## config.mk

```make
export PLATFORM = sky130hd
export DESIGN_NAME = encoder_button_qualifier
export DESIGN_NICKNAME = d
export VERILOG_FILES = /design/src/rtl/core/ebq_pkg.sv /design/src/rtl/core/encoder_button_qualifier.sv
export SDC_FILE = /design/constraint.sdc
export NUM_CORES = 1
export LEC_CHECK = 0
export BUFFER_PORTS_ARGS = -buffer_cell sky130_fd_sc_hd__buf_4
export CORE_MARGIN = 8
export CORE_UTILIZATION = 60
export DETAILED_ROUTE_END_ITERATION = 10
export PLACE_DENSITY = 0.82
export SLEW_MARGIN = 20
export SYNTH_ARGS = -nofsm -noshare
export SYNTH_HDL_FRONTEND = slang
export SYNTH_SLANG_ARGS = --single-unit
```

## constraint.sdc

```tcl
create_clock -name aclk -period 4.1 [get_ports aclk]
set_input_delay 0.205 -clock aclk [delete_from_list [all_inputs] [get_ports aclk]]
set_output_delay 0.205 -clock aclk [all_outputs]
set_load 0.01 [all_outputs]
```

## src/rtl/core/ebq_pkg.sv

```systemverilog
package ebq_pkg;

    // Register field widths
    localparam int DEBOUNCE_W = 10;
    localparam int LONG_W     = 16;
    localparam int ACCEL_W    = 8;
    localparam int STEP_MAG_W = 7;
    localparam int STEP_W     = 8;
    localparam int CFG_ADDR_W = 3;
    localparam int CFG_DATA_W = 16;
    localparam int S_DATA_W   = 8;
    localparam int M_DATA_W   = 16;

    // Register indexes on the write port
    localparam logic [CFG_ADDR_W-1:0] CFG_DEBOUNCE  = 3'd0;
    localparam logic [CFG_ADDR_W-1:0] CFG_LONG      = 3'd1;
    localparam logic [CFG_ADDR_W-1:0] CFG_ACCEL     = 3'd2;
    localparam logic [CFG_ADDR_W-1:0] CFG_SLOW_STEP = 3'd3;
    localparam logic [CFG_ADDR_W-1:0] CFG_FAST_STEP = 3'd4;

    // Reset values of the registers
    localparam logic [DEBOUNCE_W-1:0] DEBOUNCE_RST  = 10'd100;
    localparam logic [LONG_W-1:0]     LONG_RST      = 16'd3000;
    localparam logic [ACCEL_W-1:0]    ACCEL_RST     = 8'd20;
    localparam logic [STEP_MAG_W-1:0] SLOW_STEP_RST = 7'd1;
    localparam logic [STEP_MAG_W-1:0] FAST_STEP_RST = 7'd10;

    typedef enum logic [2:0] {
        PH_UP        = 3'd0,
        PH_UP_DEB    = 3'd1,
        PH_DOWN      = 3'd2,
        PH_LONG_DOWN = 3'd3,
        PH_DOWN_DEB  = 3'd4
    } phase_t;

    typedef enum logic [1:0] {
        EV_NONE  = 2'd0,
        EV_PRESS = 2'd1,
        EV_LONG  = 2'd2
    } event_t;

    // One poll word, bit 7 first
    typedef struct packed {
        logic clear_events;
        logic take_long_press;
        logic take_press;
        logic take_step;
        logic code_level;
        logic edge_seen;
        logic button_pressed;
        logic tick_ms;
    } poll_t;

    // Side effects of the button machine for one poll
    typedef struct packed {
        logic load_debounce;
        logic load_long;
        logic set_press;
        logic set_long;
    } btn_act_t;

endpackage

```

## src/rtl/core/encoder_button_qualifier.sv

```systemverilog
// Channel   Dir  Ports                         Word
// s_ poll   in   s_tvalid s_tready s_tdata     one poll: tick, button, edge, requests
// m_ result out  m_tvalid m_tready m_tdata     step, press/long found, pending event
// cfg       in   cfg_wr_en cfg_addr cfg_wdata  register write, no read-back
//
// Flow: one poll word per clock while m_tready stays high; an accepted word passes
// the input register, update logic and result register on its way to m_.
// Reset: synchronous aresetn low; registers return to 100/3000/20/1/10 ms/steps,
// button up, timers expired, no event, step zero.
// Stalls: m_tready low holds the result; one more poll word parks in the
// input register before s_tready drops.
module encoder_button_qualifier
    import ebq_pkg::*;
(
    input  logic                  aclk,
    input  logic                  aresetn,
    input  logic                  s_tvalid,
    output logic                  s_tready,
    // [0] tick_ms [1] button_pressed [2] edge_seen [3] code_level
    // [4] take_step [5] take_press [6] take_long_press [7] clear_events
    input  logic [S_DATA_W-1:0]   s_tdata,
    output logic                  m_tvalid,
    input  logic                  m_tready,
    // [7:0] step_value (signed) [8] press_found [9] long_press_found
    // [11:10] event_pending [15:12] zero
    output logic [M_DATA_W-1:0]   m_tdata,
    input  logic                  cfg_wr_en,
    input  logic [CFG_ADDR_W-1:0] cfg_addr,
    input  logic [CFG_DATA_W-1:0] cfg_wdata
);

    // Configuration registers
    logic [DEBOUNCE_W-1:0] debounce_ms_reg;
    logic [LONG_W-1:0]     long_press_ms_reg;
    logic [ACCEL_W-1:0]    accel_window_reg;
    logic [STEP_MAG_W-1:0] slow_step_reg;
    logic [STEP_MAG_W-1:0] fast_step_reg;

    always_ff @(posedge aclk) begin
        if (!aresetn) begin
            debounce_ms_reg   <= DEBOUNCE_RST;
            long_press_ms_reg <= LONG_RST;
            accel_window_reg  <= ACCEL_RST;
            slow_step_reg     <= SLOW_STEP_RST;
            fast_step_reg     <= FAST_STEP_RST;
        end else if (cfg_wr_en) begin
            case (cfg_addr)
                CFG_DEBOUNCE:  debounce_ms_reg   <= cfg_wdata[DEBOUNCE_W-1:0];
                CFG_LONG:      long_press_ms_reg <= cfg_wdata[LONG_W-1:0];
                CFG_ACCEL:     accel_window_reg  <= cfg_wdata[ACCEL_W-1:0];
                CFG_SLOW_STEP: slow_step_reg     <= cfg_wdata[STEP_MAG_W-1:0];
                CFG_FAST_STEP: fast_step_reg     <= cfg_wdata[STEP_MAG_W-1:0];
                default: ;
            endcase
        end
    end

    // Input register and handshake
    logic  in_valid_reg;
    poll_t in_word_reg;
    logic  m_valid_reg;
    logic  advance;

    // the parked word moves on whenever the result slot is free or being taken
    assign advance  = in_valid_reg && (!m_valid_reg || m_tready);
    assign s_tready = !in_valid_reg || advance;

    always_ff @(posedge aclk) begin
        if (!aresetn) begin
            in_valid_reg <= 1'b0;
        end else if (s_tready) begin
            in_valid_reg <= s_tvalid;
        end
    end

    always_ff @(posedge aclk) begin
        if (s_tvalid && s_tready) begin
            in_word_reg <= poll_t'(s_tdata);
        end
    end

    // Qualifier state
    phase_t                phase_reg, phase_next;
    logic [DEBOUNCE_W-1:0] debounce_left_reg, debounce_left_next;
    logic [LONG_W-1:0]     long_left_reg, long_left_next;
    logic [ACCEL_W-1:0]    accel_left_reg, accel_left_next;
    event_t                event_reg, event_next;
    logic [STEP_W-1:0]     step_reg, step_next;

    // timers after this poll's tick
    logic [DEBOUNCE_W-1:0] deb_dec;
    logic [LONG_W-1:0]     long_dec;
    logic [ACCEL_W-1:0]    accel_dec;
    logic                  deb_done;
    logic                  long_done;
    logic                  down;
    btn_act_t              act;

    assign deb_dec   = (in_word_reg.tick_ms && debounce_left_reg != '0)
                       ? debounce_left_reg - 1'b1 : debounce_left_reg;
    assign long_dec  = (in_word_reg.tick_ms && long_left_reg != '0)
                       ? long_left_reg - 1'b1 : long_left_reg;
    assign accel_dec = (in_word_reg.tick_ms && accel_left_reg != '0)
                       ? accel_left_reg - 1'b1 : accel_left_reg;
    assign deb_done  = (deb_dec == '0);
    assign long_done = (long_dec == '0);
    assign down      = in_word_reg.button_pressed;

    // Button machine: next phase
    always_comb begin
        phase_next = phase_reg;
        case (phase_reg)
            PH_UP_DEB: begin
                if (deb_done) begin
                    phase_next = down ? PH_DOWN : PH_UP;
                end
            end
            PH_DOWN: begin
                if (!down) begin
                    phase_next = PH_DOWN_DEB;
                end else if (long_done) begin
                    phase_next = PH_LONG_DOWN;
                end
            end
            PH_LONG_DOWN: begin
                if (!down) begin
                    phase_next = PH_DOWN_DEB;
                end
            end
            PH_DOWN_DEB: begin
                if (deb_done) begin
                    if (!down) begin
                        phase_next = PH_UP;
                    end else begin
                        phase_next = long_done ? PH_LONG_DOWN : PH_DOWN;
                    end
                end
            end
            default: begin
                phase_next = down ? PH_UP_DEB : PH_UP;
            end
        endcase
    end

    // Button machine: timer loads and events
    always_comb begin
        act = '0;
        case (phase_reg)
            PH_UP_DEB: begin
                act.load_long = deb_done && down;
            end
            PH_DOWN: begin
                act.load_debounce = !down;
                act.set_long      = down && long_done;
            end
            PH_LONG_DOWN: begin
                act.load_debounce = !down;
            end
            PH_DOWN_DEB: begin
                // release confirmed before the hold time ran out
                act.set_press = deb_done && !down && !long_done;
            end
            default: begin
                act.load_debounce = down;
            end
        endcase
    end

    // Encoder, requests and clear
    logic [STEP_MAG_W-1:0] mag;
    logic [STEP_W-1:0]     edge_step;
    logic [STEP_W-1:0]     step_mid;
    event_t                event_mid;
    event_t                event_after_press;
    logic                  press_found;
    logic                  long_found;
    logic [STEP_W-1:0]     step_out;

    assign mag       = (accel_dec == '0) ? slow_step_reg : fast_step_reg;
    assign edge_step = in_word_reg.code_level ? STEP_W'(-{1'b0, mag}) : {1'b0, mag};
    assign step_mid  = in_word_reg.edge_seen ? edge_step : step_reg;
    assign event_mid = act.set_long ? EV_LONG : (act.set_press ? EV_PRESS : event_reg);

    assign press_found       = in_word_reg.take_press && (event_mid == EV_PRESS);
    assign event_after_press = press_found ? EV_NONE : event_mid;
    assign long_found        = in_word_reg.take_long_press && (event_after_press == EV_LONG);
    assign step_out          = in_word_reg.take_step ? step_mid : '0;

    always_comb begin
        debounce_left_next = act.load_debounce ? debounce_ms_reg : deb_dec;
        long_left_next     = act.load_long ? long_press_ms_reg : long_dec;
        accel_left_next    = in_word_reg.edge_seen ? accel_window_reg : accel_dec;
        if (in_word_reg.clear_events || long_found) begin
            event_next = EV_NONE;
        end else begin
            event_next = event_after_press;
        end
        if (in_word_reg.clear_events || in_word_reg.take_step) begin
            step_next = '0;
        end else begin
            step_next = step_mid;
        end
    end

    always_ff @(posedge aclk) begin
        if (!aresetn) begin
            phase_reg         <= PH_UP;
            debounce_left_reg <= '0;
            long_left_reg     <= '0;
            accel_left_reg    <= '0;
            event_reg         <= EV_NONE;
            step_reg          <= '0;
        end else if (advance) begin
            phase_reg         <= phase_next;
            debounce_left_reg <= debounce_left_next;
            long_left_reg     <= long_left_next;
            accel_left_reg    <= accel_left_next;
            event_reg         <= event_next;
            step_reg          <= step_next;
        end
    end

    // Result register
    logic [M_DATA_W-1:0] m_data_reg;

    always_ff @(posedge aclk) begin
        if (!aresetn) begin
            m_valid_reg <= 1'b0;
        end else if (advance) begin
            m_valid_reg <= 1'b1;
        end else if (m_tready) begin
            m_valid_reg <= 1'b0;
        end
    end

    always_ff @(posedge aclk) begin
        if (advance) begin
            m_data_reg <= {4'b0000, event_next, long_found, press_found, step_out};
        end
    end

    assign m_tvalid = m_valid_reg;
    assign m_tdata  = m_data_reg;

`ifndef NO_ASSERTIONS
    a_long_down_expired: assert property (@(posedge aclk) disable iff (!aresetn)
        phase_reg == PH_LONG_DOWN |-> long_left_reg == '0)
        else $error("long-down phase with hold timer still running");

    a_no_bad_event: assert property (@(posedge aclk) disable iff (!aresetn)
        m_tvalid |-> m_tdata[11:10] != 2'd3)
        else $error("undefined pending event code on result");

    a_press_clears: assert property (@(posedge aclk) disable iff (!aresetn)
        m_tvalid && m_tdata[8] |-> m_tdata[11:10] == EV_NONE && !m_tdata[9])
        else $error("press found but event still reported");

    a_advance_fills: assert property (@(posedge aclk) disable iff (!aresetn)
        advance |=> m_tvalid)
        else $error("processed word did not reach result register");

    a_accept_slot: assert property (@(posedge aclk) disable iff (!aresetn)
        !in_valid_reg |-> s_tready)
        else $error("input register empty but poll not accepted");
`endif

endmodule

```

# == Word-level counts from Yosys, hierarchy flattened ==
# Cells that the tools add are included.
# word_totals
reg_bits,117
input_bits,32
output_inout_bits,18
word_cells,106
# classes
n_addsub,4
n_eq_ne,14
n_mux,30
n_reduce_logical,35
# op_table
cell,count
8-bit two-way mux,5
16-bit two-way mux,2
10-bit two-way mux,2
16-bit zero test,1
16-bit nonzero test,1
"16-bit by 1-bit subtractor with 16-bit output, second input constant",1
3-bit two-way mux,5
"3-bit by 2-bit == test with 1-bit output, second input constant",4
2-bit two-way mux,6
3-bit case mux with 4 select lines,1
1-bit logical AND,11
10-bit zero test,1
2-bit AND reduction,5
10-bit nonzero test,1
"10-bit by 1-bit subtractor with 10-bit output, second input constant",1
8-bit zero test,1
7-bit negator with 8-bit output,1
8-bit nonzero test,1
"8-bit by 1-bit subtractor with 8-bit output, second input constant",1
1-bit two-way mux,7
7-bit two-way mux,1
"3-bit by 1-bit == test with 1-bit output, second input constant",2
"3-bit == test, second input constant",2
"2-bit != test, second input constant",3
other kinds (10),17

# == Logic depth before layout (Yosys ltp) ==
# Gate-level depths: netlist of run 1.
# depth
ltp_word,16
mapped_depth,16

# == Least setup slack after synthesis of run 1 ==
# Ideal clock, no wire load.
# synth_path
kind,reg2reg
startpoint,register accel_left_reg[0]
endpoint,register m_data_reg[6] (netlist: m_tdata[6]) (data pin)
arrival_ns,3.206
t_required_ns,3.844
setup_slack_ns,0.638
path_stages_with_launch,16
synth_period_minus_slack_ns,3.462
cell_sequence,dfxtp_1 > inv_1 > ha_1 > nor4b_1 > a21oi_1 > and3_1 > o211ai_1 > clkbuf_1 > mux2i_1 > ha_1 > nand2_1 > o31ai_1 > xor2_1 > a21oi_1 > mux2i_1 > nor2b_1
# synth_between
elab_chain_cells,8
elab_cells_between_ends,9
cone_classes,2 x add/sub; 4 x mux; 3 x reduce/logical
# synth_lines
element,line_no,text
"start, declared",encoder_button_qualifier.sv:86,"logic [ACCEL_W-1:0] accel_left_reg, accel_left_next;"
"start signal, assigned",encoder_button_qualifier.sv:217,accel_left_reg <= accel_left_next;
branches (longest 2 deep; another with 8-bit by 1-bit subtractor with 8-bit output),-,
8-bit two-way mux (*),encoder_button_qualifier.sv:104,? accel_left_reg - 1'b1 : accel_left_reg;
8-bit zero test (*),encoder_button_qualifier.sv:179,assign mag = (accel_dec == '0) ? slow_step_reg : fast_step_reg;
7-bit two-way mux (*),encoder_button_qualifier.sv:179,
7-bit negator with 8-bit output,encoder_button_qualifier.sv:180,"assign edge_step = in_word_reg.code_level ? STEP_W'(-{1'b0, mag}) : {1'b0, mag};"
8-bit two-way mux (*),encoder_button_qualifier.sv:180,
8-bit two-way mux (*),encoder_button_qualifier.sv:181,assign step_mid = in_word_reg.edge_seen ? edge_step : step_reg;
"end signal, assigned",encoder_button_qualifier.sv:238,"m_data_reg <= {4'b0000, event_next, long_found, press_found, step_out};"
"end, declared",encoder_button_qualifier.sv:224,logic [M_DATA_W-1:0] m_data_reg;
# Mark *: on every way between the ends.
# A chain may end at the register's enable or synchronous reset.

# == Worst setup path in the final report of run 1 ==
# layout_path
startpoint,register in_word_reg[0] (netlist name)
endpoint,register m_data_reg[6] (netlist: m_tdata[6]) (data pin)
# layout_between
elab_chain_cells,7
# layout_lines
element,line_no,text
"start, declared",encoder_button_qualifier.sv:60,poll_t in_word_reg;
"start signal, assigned",encoder_button_qualifier.sv:78,in_word_reg <= poll_t'(s_tdata);
1-bit logical AND (*),encoder_button_qualifier.sv:103,assign accel_dec = (in_word_reg.tick_ms && accel_left_reg != '0)
8-bit two-way mux (*),encoder_button_qualifier.sv:104,
8-bit zero test (*),encoder_button_qualifier.sv:179,
7-bit two-way mux (*),encoder_button_qualifier.sv:179,
7-bit negator with 8-bit output,encoder_button_qualifier.sv:180,
8-bit two-way mux (*),encoder_button_qualifier.sv:180,
8-bit two-way mux (*),encoder_button_qualifier.sv:181,
# Mark *: on every way between the ends. The rest lies on a longest branch, timed or not.

==> impl_metrics.py, run 1 <==
metrics = {
    "synth": {
        "syn-cell-area_mm2": 0.00628,
        "ys_warn_count": 0,
        "ys.flop_type": "dfxtp_1",
        "syn_inst": 791,
        "synth_cell_types": 65,
        "async_flop_share_pct": 0,
        "synth_edf_count": 20,
        "synth.avg_cell_area_um2": 7.95,
        "seq_area_frac_synth_pct": 40.5,
        "ys_ff_latch": 117,
    },
    "power": {
        "p_sw_uw": 1270,
        "combPwrFrac_pct": 29.7,
        "p_leak_uw": 0.00282,
        "irDropWorstVdd_v": 0.000413,
        "netSwitchingFraction_pct": 33.8,
        "p_clk_share_pct": 35.0,
        "p_int_uw": 2490,
        "seq_power_share_pct": 35.3,
        "p_per_area_mw_per_mm2": 508,
    },
    "finish": {
        "area_growth_pct": 17.6,
        "mostFrequentLayoutCell": "nand2_1",
        "nets": 871,
        "layout.cells.most_common_list": "155 x nand2_1, 97 x dfxtp_1, 49 x buf_4",
        "final_area_mm2": 0.00739,
        "fill_cells": 766,
        "n_antenna_cell": 0,
        "drive_gt1_share_pct": 11.5,
    },
    "clock_network": {
        "cts_buffers": 17,
        "cts_setup_buffers": 0,
        "cts_tree": "built",
        "cts-root-buf": "clkbuf_8",
        "cts_max_level": 4,
        "clockBufferDepth": 2,
        "clk_latency_ns": 0.53,
        "path_clk_slew_ns": 0.06,
        "clock_sinks": 117,
    },
    "global_route": {
        "grt_overflow": 0,
        "grt_busiest_layer": "met2",
        "grt.total_usage_pct": 23.3,
        "grt_max_degree": 101,
        "grt_pass1_vias": 5719,
        "antenna_found_initial": 0,
        "grt_pass1_wl_um": 26900,
        "grt_use_met3_pct": 6.33,
        "gr-usage-met1_pct": 27.4,
        "grt_use_met2_pct": 38.9,
    },
    "floorplan": {
        "ios": 50,
        "die_h_um": 118,
        "rows": 37,
        "die-area_mm2": 0.0140,
        "start_util_pct": 61.4,
        "core-area_mm2": 0.0102,
        "fp.dieW_um": 118,
    },
    "worst_setup_path": {
        "cp-start-kind": "flop",
        "critPathMaxFanout": 13,
        "endpoint_kind": "flop",
        "cp_data_required_time_ns": 4.38,
        "critPathKind": "reg -> reg",
        "arrival_ns": 4.04,
    },
    "drt": {
        "drc_errors": 0,
        "drt-initial-drc-count": 573,
        "wl_per_cell_um": 16.6,
        "totalWireLength_um": 16300,
        "drt_first_pass_iters": 5,
        "vias": 5912,
        "drtAntennaViolNets": 0,
        "viasPerCell": 6.01,
    },
    "timing": {
        "tns_ns": 0,
        "slew_viol_final": 0,
        "rsz0062_at_grt": "no",
        "finClkSkew_ns": 0.00825,
        "fmax_ghz": 0.266,
        "worst_pin_slew_ns": 0.970,
        "post-route-period-util_pct": 91.8,
        "relSlewSlack_pct": 34.4,
        "fin_crit_ns": 3.77,
        "setup-violations-final": 0,
        "hold_viol_final": 0,
    },
    "min_path": {
        "hold_class": "in -> reg",
    },
    "outcome": {
        "status": "complete, no violations",
    },
    "placed_design": {
        "port_buffers": 45,
        "gp_congestion": 0.938,
        "placed_area_mm2": 0.00660,
        "hpwl_um": 10400,
    },
    "run": {
        "maxCapViolCount": 0,
    },
}
==> kinds of logic (layout without fill, tap and decap cells) <==
logic type / count (synthesis) / after routing / synth area share, %
other cells: 1 / 4 / 0.0597
buf+inv: 73 / 126 / 5.04
simple gates: 365 / 365 / 28.1
flops: 117 / 117 / 40.5
compound gates: 204 / 204 / 21.4
fa+ha+maj: 5 / 5 / 0.995
xor+xnor: 12 / 12 / 1.67
mux: 14 / 14 / 2.29
==> power groups by stage <==
stage	logic, uW	registers [uW]	clock network, uW
after floorplan	835	1310	0
after global placement	1020	1340	0
after detailed placement	1050	1340	0
after CTS	1090	1320	1320
after global routing	1230	1340	1380
final	1110	1330	1310
==> per-layer routing <==
layer | vias to the layer above | share of wire [%]
met4 | 0 | 2.2
met5 | - | 0
li1 | 2870 | -
met1 | 2778 | 42
met3 | 36 | 6.7
met2 | 228 | 49
==> worst paths after layout <==
path | from | end | slack [ns] | cells past startpoint
hold reg to reg | long_press_ms_reg[13]$_SDFFE_PN0P_ | long_press_ms_reg[13]$_SDFFE_PN0P_ | 0.46 | 2
hold / removal | cfg_addr[0] | accel_window_reg[1]$_SDFFE_PN0P_ | 0.12 | 4
setup reg to reg | in_word_reg[0]$_DFFE_PP_ | m_tdata[6]$_SDFFCE_PN0P_ | 0.33 | 12
setup / recovery | in_word_reg[0]$_DFFE_PP_ | m_tdata[6]$_SDFFCE_PN0P_ | 0.33 | 12
==> cell usage after synthesis, drive strengths merged (7+ instances only) <==
cell type	n	area (um^2)
nand2b	9	56.3
nor2b	19	119
o31ai	7	52.6
o21ai	41	205
nand3	36	180
o21a	10	75.1
xnor2	7	61.3
edfxtp	20	601
o22ai	7	43.8
inv	19	71.3
and2	24	150
nor3	22	110
and3	10	62.6
a31oi	7	43.8
dfxtp	97	1940
or3	15	93.8
mux2i	11	110
a21boi	48	360
clkbuf	36	136
buf	18	109
a21oi	47	239
nand2	155	582
nor2	41	154
nor4	8	50.1
==> area by class of cell <==
type                            count  area (um^2)  share of cell area [%]
Clock buffer                       23          477                    6.45
Clock inverter                      9         52.6                   0.711
Inverter                           19         71.3                   0.965
Multi-Input combinational cell    604         3450                    46.7
Sequential cell                   117         2540                    34.4
Tap cell                          136          170                    2.30
Timing Repair Buffer               75          628                    8.50
==> worst max-delay path: stages (launching register included) <==
cell,delay (ns)
edfxtp_1,0.62
or3b_2,0.51
or4_1,0.40
and4_1,0.21
o211ai_1,0.26
mux2i_1,0.38
ha_1,0.26
nand2_1,0.09
o31ai_1,0.26
xor2_1,0.22
a21oi_1,0.11
mux2i_1,0.14
nor2b_1,0.06
==> through the flow <==
stage                     util (%)  setup WS [ns]  hold slack (ns)  cells  power [uW]
after floorplan                  -          0.638            0.304    794        2150
after global placement        64.5          0.642            0.384    925        2360
after detailed placement      64.5          0.328            0.385    925        2400
after CTS                     72.2          0.265            0.105    983        3730
after global routing          72.3         0.0904            0.135    983        3950
final                         72.3          0.334            0.122    983        3750
==> repair_timing <==
action                                 4_1_cts  5_1_grt
endpoints found under the hold margin       57        0
setup endpoints to repair                    0        3
resized for setup                            0        1
hold buffers                                26        0
(Power assumes the default switching activity.)
==> inputs of run 2 (changes only) <==
--- a/config.mk
+++ b/config.mk
@@ -9,6 +9,7 @@
 export CORE_MARGIN = 8
 export CORE_UTILIZATION = 60
 export DETAILED_ROUTE_END_ITERATION = 10
+export MAX_ROUTING_LAYER = met4
 export PLACE_DENSITY = 0.82
 export SLEW_MARGIN = 20
 export SYNTH_ARGS = -nofsm -noshare
==> impl_metrics.py, run 2 (synthesis results as in run 1) <==
metrics = {
    "outcome": {
        "status": "complete, no violations",
    },
    "floorplan": {
        "rows": 37,
        "die-area_mm2": 0.0140,
        "fp.dieW_um": 118,
        "start_util_pct": 61.4,
        "core-area_mm2": 0.0102,
        "die_h_um": 118,
        "ios": 50,
    },
    "worst_setup_path": {
        "cp-start-kind": "flop",
        "critPathMaxFanout": 11,
        "endpoint_kind": "flop",
        "cp_data_required_time_ns": 4.38,
        "critPathKind": "reg -> reg",
        "r2r_start": "accel_left_reg[0]$_SDFFE_PN0P_",
        "worstSetupStartpoint": "accel_left_reg[0]$_SDFFE_PN0P_",
        "arrival_ns": 3.94,
    },
    "timing": {
        "setup-violations-final": 0,
        "fin_crit_ns": 3.66,
        "relSlewSlack_pct": 36.0,
        "hold_viol_final": 0,
        "finClkSkew_ns": 0.00720,
        "fmax_ghz": 0.273,
        "slew_viol_final": 0,
        "worst_pin_slew_ns": 0.946,
        "tns_ns": 0,
        "rsz0062_at_grt": "no",
        "post-route-period-util_pct": 89.2,
    },
    "finish": {
        "mostFrequentLayoutCell": "nand2_1",
        "nets": 873,
        "fill_cells": 766,
        "n_antenna_cell": 0,
        "layout.cells.most_common_list": "155 x nand2_1, 97 x dfxtp_1, 51 x buf_4",
        "drive_gt1_share_pct": 11.1,
        "area_growth_pct": 18.7,
        "final_area_mm2": 0.00746,
    },
    "global_route": {
        "antenna_found_initial": 0,
        "grt_pass1_wl_um": 27500,
        "grt.total_usage_pct": 24.5,
        "grt_overflow": 0,
        "grt_pass1_vias": 5761,
        "grt_max_degree": 101,
    },
    "clock_network": {
        "cts-root-buf": "clkbuf_8",
        "cts_max_level": 4,
        "cts_setup_buffers": 0,
        "clk_latency_ns": 0.53,
        "clock_sinks": 117,
        "cts_buffers": 17,
        "clockBufferDepth": 2,
        "cts_tree": "built",
        "path_clk_slew_ns": 0.06,
    },
    "power": {
        "p_clk_share_pct": 37.4,
        "combPwrFrac_pct": 28.7,
        "p_int_uw": 2670,
        "p_leak_uw": 0.00285,
        "seq_power_share_pct": 33.9,
        "p_sw_uw": 1240,
        "netSwitchingFraction_pct": 31.8,
        "p_per_area_mw_per_mm2": 525,
        "irDropWorstVdd_v": 0.000382,
    },
    "drt": {
        "vias": 6022,
        "wl_per_cell_um": 16.7,
        "viasPerCell": 6.12,
        "drt_first_pass_iters": 5,
        "totalWireLength_um": 16400,
        "drtAntennaViolNets": 0,
        "drt-initial-drc-count": 634,
        "drc_errors": 0,
    },
    "placed_design": {
        "placed_area_mm2": 0.00661,
        "port_buffers": 45,
        "hpwl_um": 10600,
        "gp_congestion": 0.963,
    },
    "min_path": {
        "hold_class": "in -> reg",
        "hold_path_startpoint": "cfg_addr[0]",
    },
    "run": {
        "maxCapViolCount": 0,
    },
}
==> run 2: area by class of cell <==
cell class	instances	area, um^2	share of cell area [%]
clock inverters	5	100	1.34
multi-input cells	604	3450	46.3
well taps	136	170	2.28
repair buffers	77	643	8.62
flip-flops and latches	117	2540	34.1
inverters	19	71.3	0.956
clock buffers	26	478	6.41
==> run 2: routing by layer <==
metal,part of all wire [%],global-route usage (%),up-vias
li1,-,-,2865
met5,0,-,-
met1,42,27.9,2871
met2,49,39.6,246
met4,2.1,11.3,0
met3,7.0,6.47,40
==> run 2: power by group through the flow <==
stage	combinational [uW]	sequential, uW	clock, uW
after floorplan	835	1310	0
after global placement	1030	1340	0
after detailed placement	1060	1340	0
after CTS	1100	1320	1480
after global routing	1260	1330	1530
final	1120	1320	1460
==> run 2: worst paths after layout <==
| check | cells after the start | end | slack (ns) |
|---|---|---|---|
| max | 15 | m_tdata[6]$_SDFFCE_PN0P_ | 0.44 |
| min | 4 | accel_window_reg[1]$_SDFFE_PN0P_ | 0.12 |
| max reg2reg | 15 | m_tdata[6]$_SDFFCE_PN0P_ | 0.44 |
| min reg2reg | 2 | debounce_ms_reg[8]$_SDFFE_PN0P_ | 0.46 |
==> run 2: worst max-delay path, cell delays in order, from the launching register on <==
cell and delay (ns):
dfxtp_1 0.40, inv_1 0.10, ha_1 0.22, nor4b_2 0.19
or4_1 0.50, and4_1 0.21, o211ai_1 0.16, buf_4 0.25
mux2i_1 0.25, ha_1 0.23, nand2_1 0.11, o31ai_1 0.31
xor2_1 0.18, a21oi_1 0.11, mux2i_1 0.14, nor2b_1 0.06
==> run 2: timing repair <==
action,in CTS,in global routing
hold buffers,26,0
endpoints found under the setup margin,0,1
endpoints found under the hold margin,58,0
gates resized for setup,0,1
==> run 2: metrics by stage <==
stage	worst slack, ns	instances	hold slack (ns)	total power [uW]	utilization [%]
floorplan	0.638	794	0.304	2150	-
global placement	0.610	927	0.383	2370	64.6
detailed placement	0.282	927	0.385	2410	64.6
CTS	0.269	984	0.0838	3900	72.8
global route	0.248	984	0.126	4120	72.9
finish	0.443	984	0.116	3910	72.9
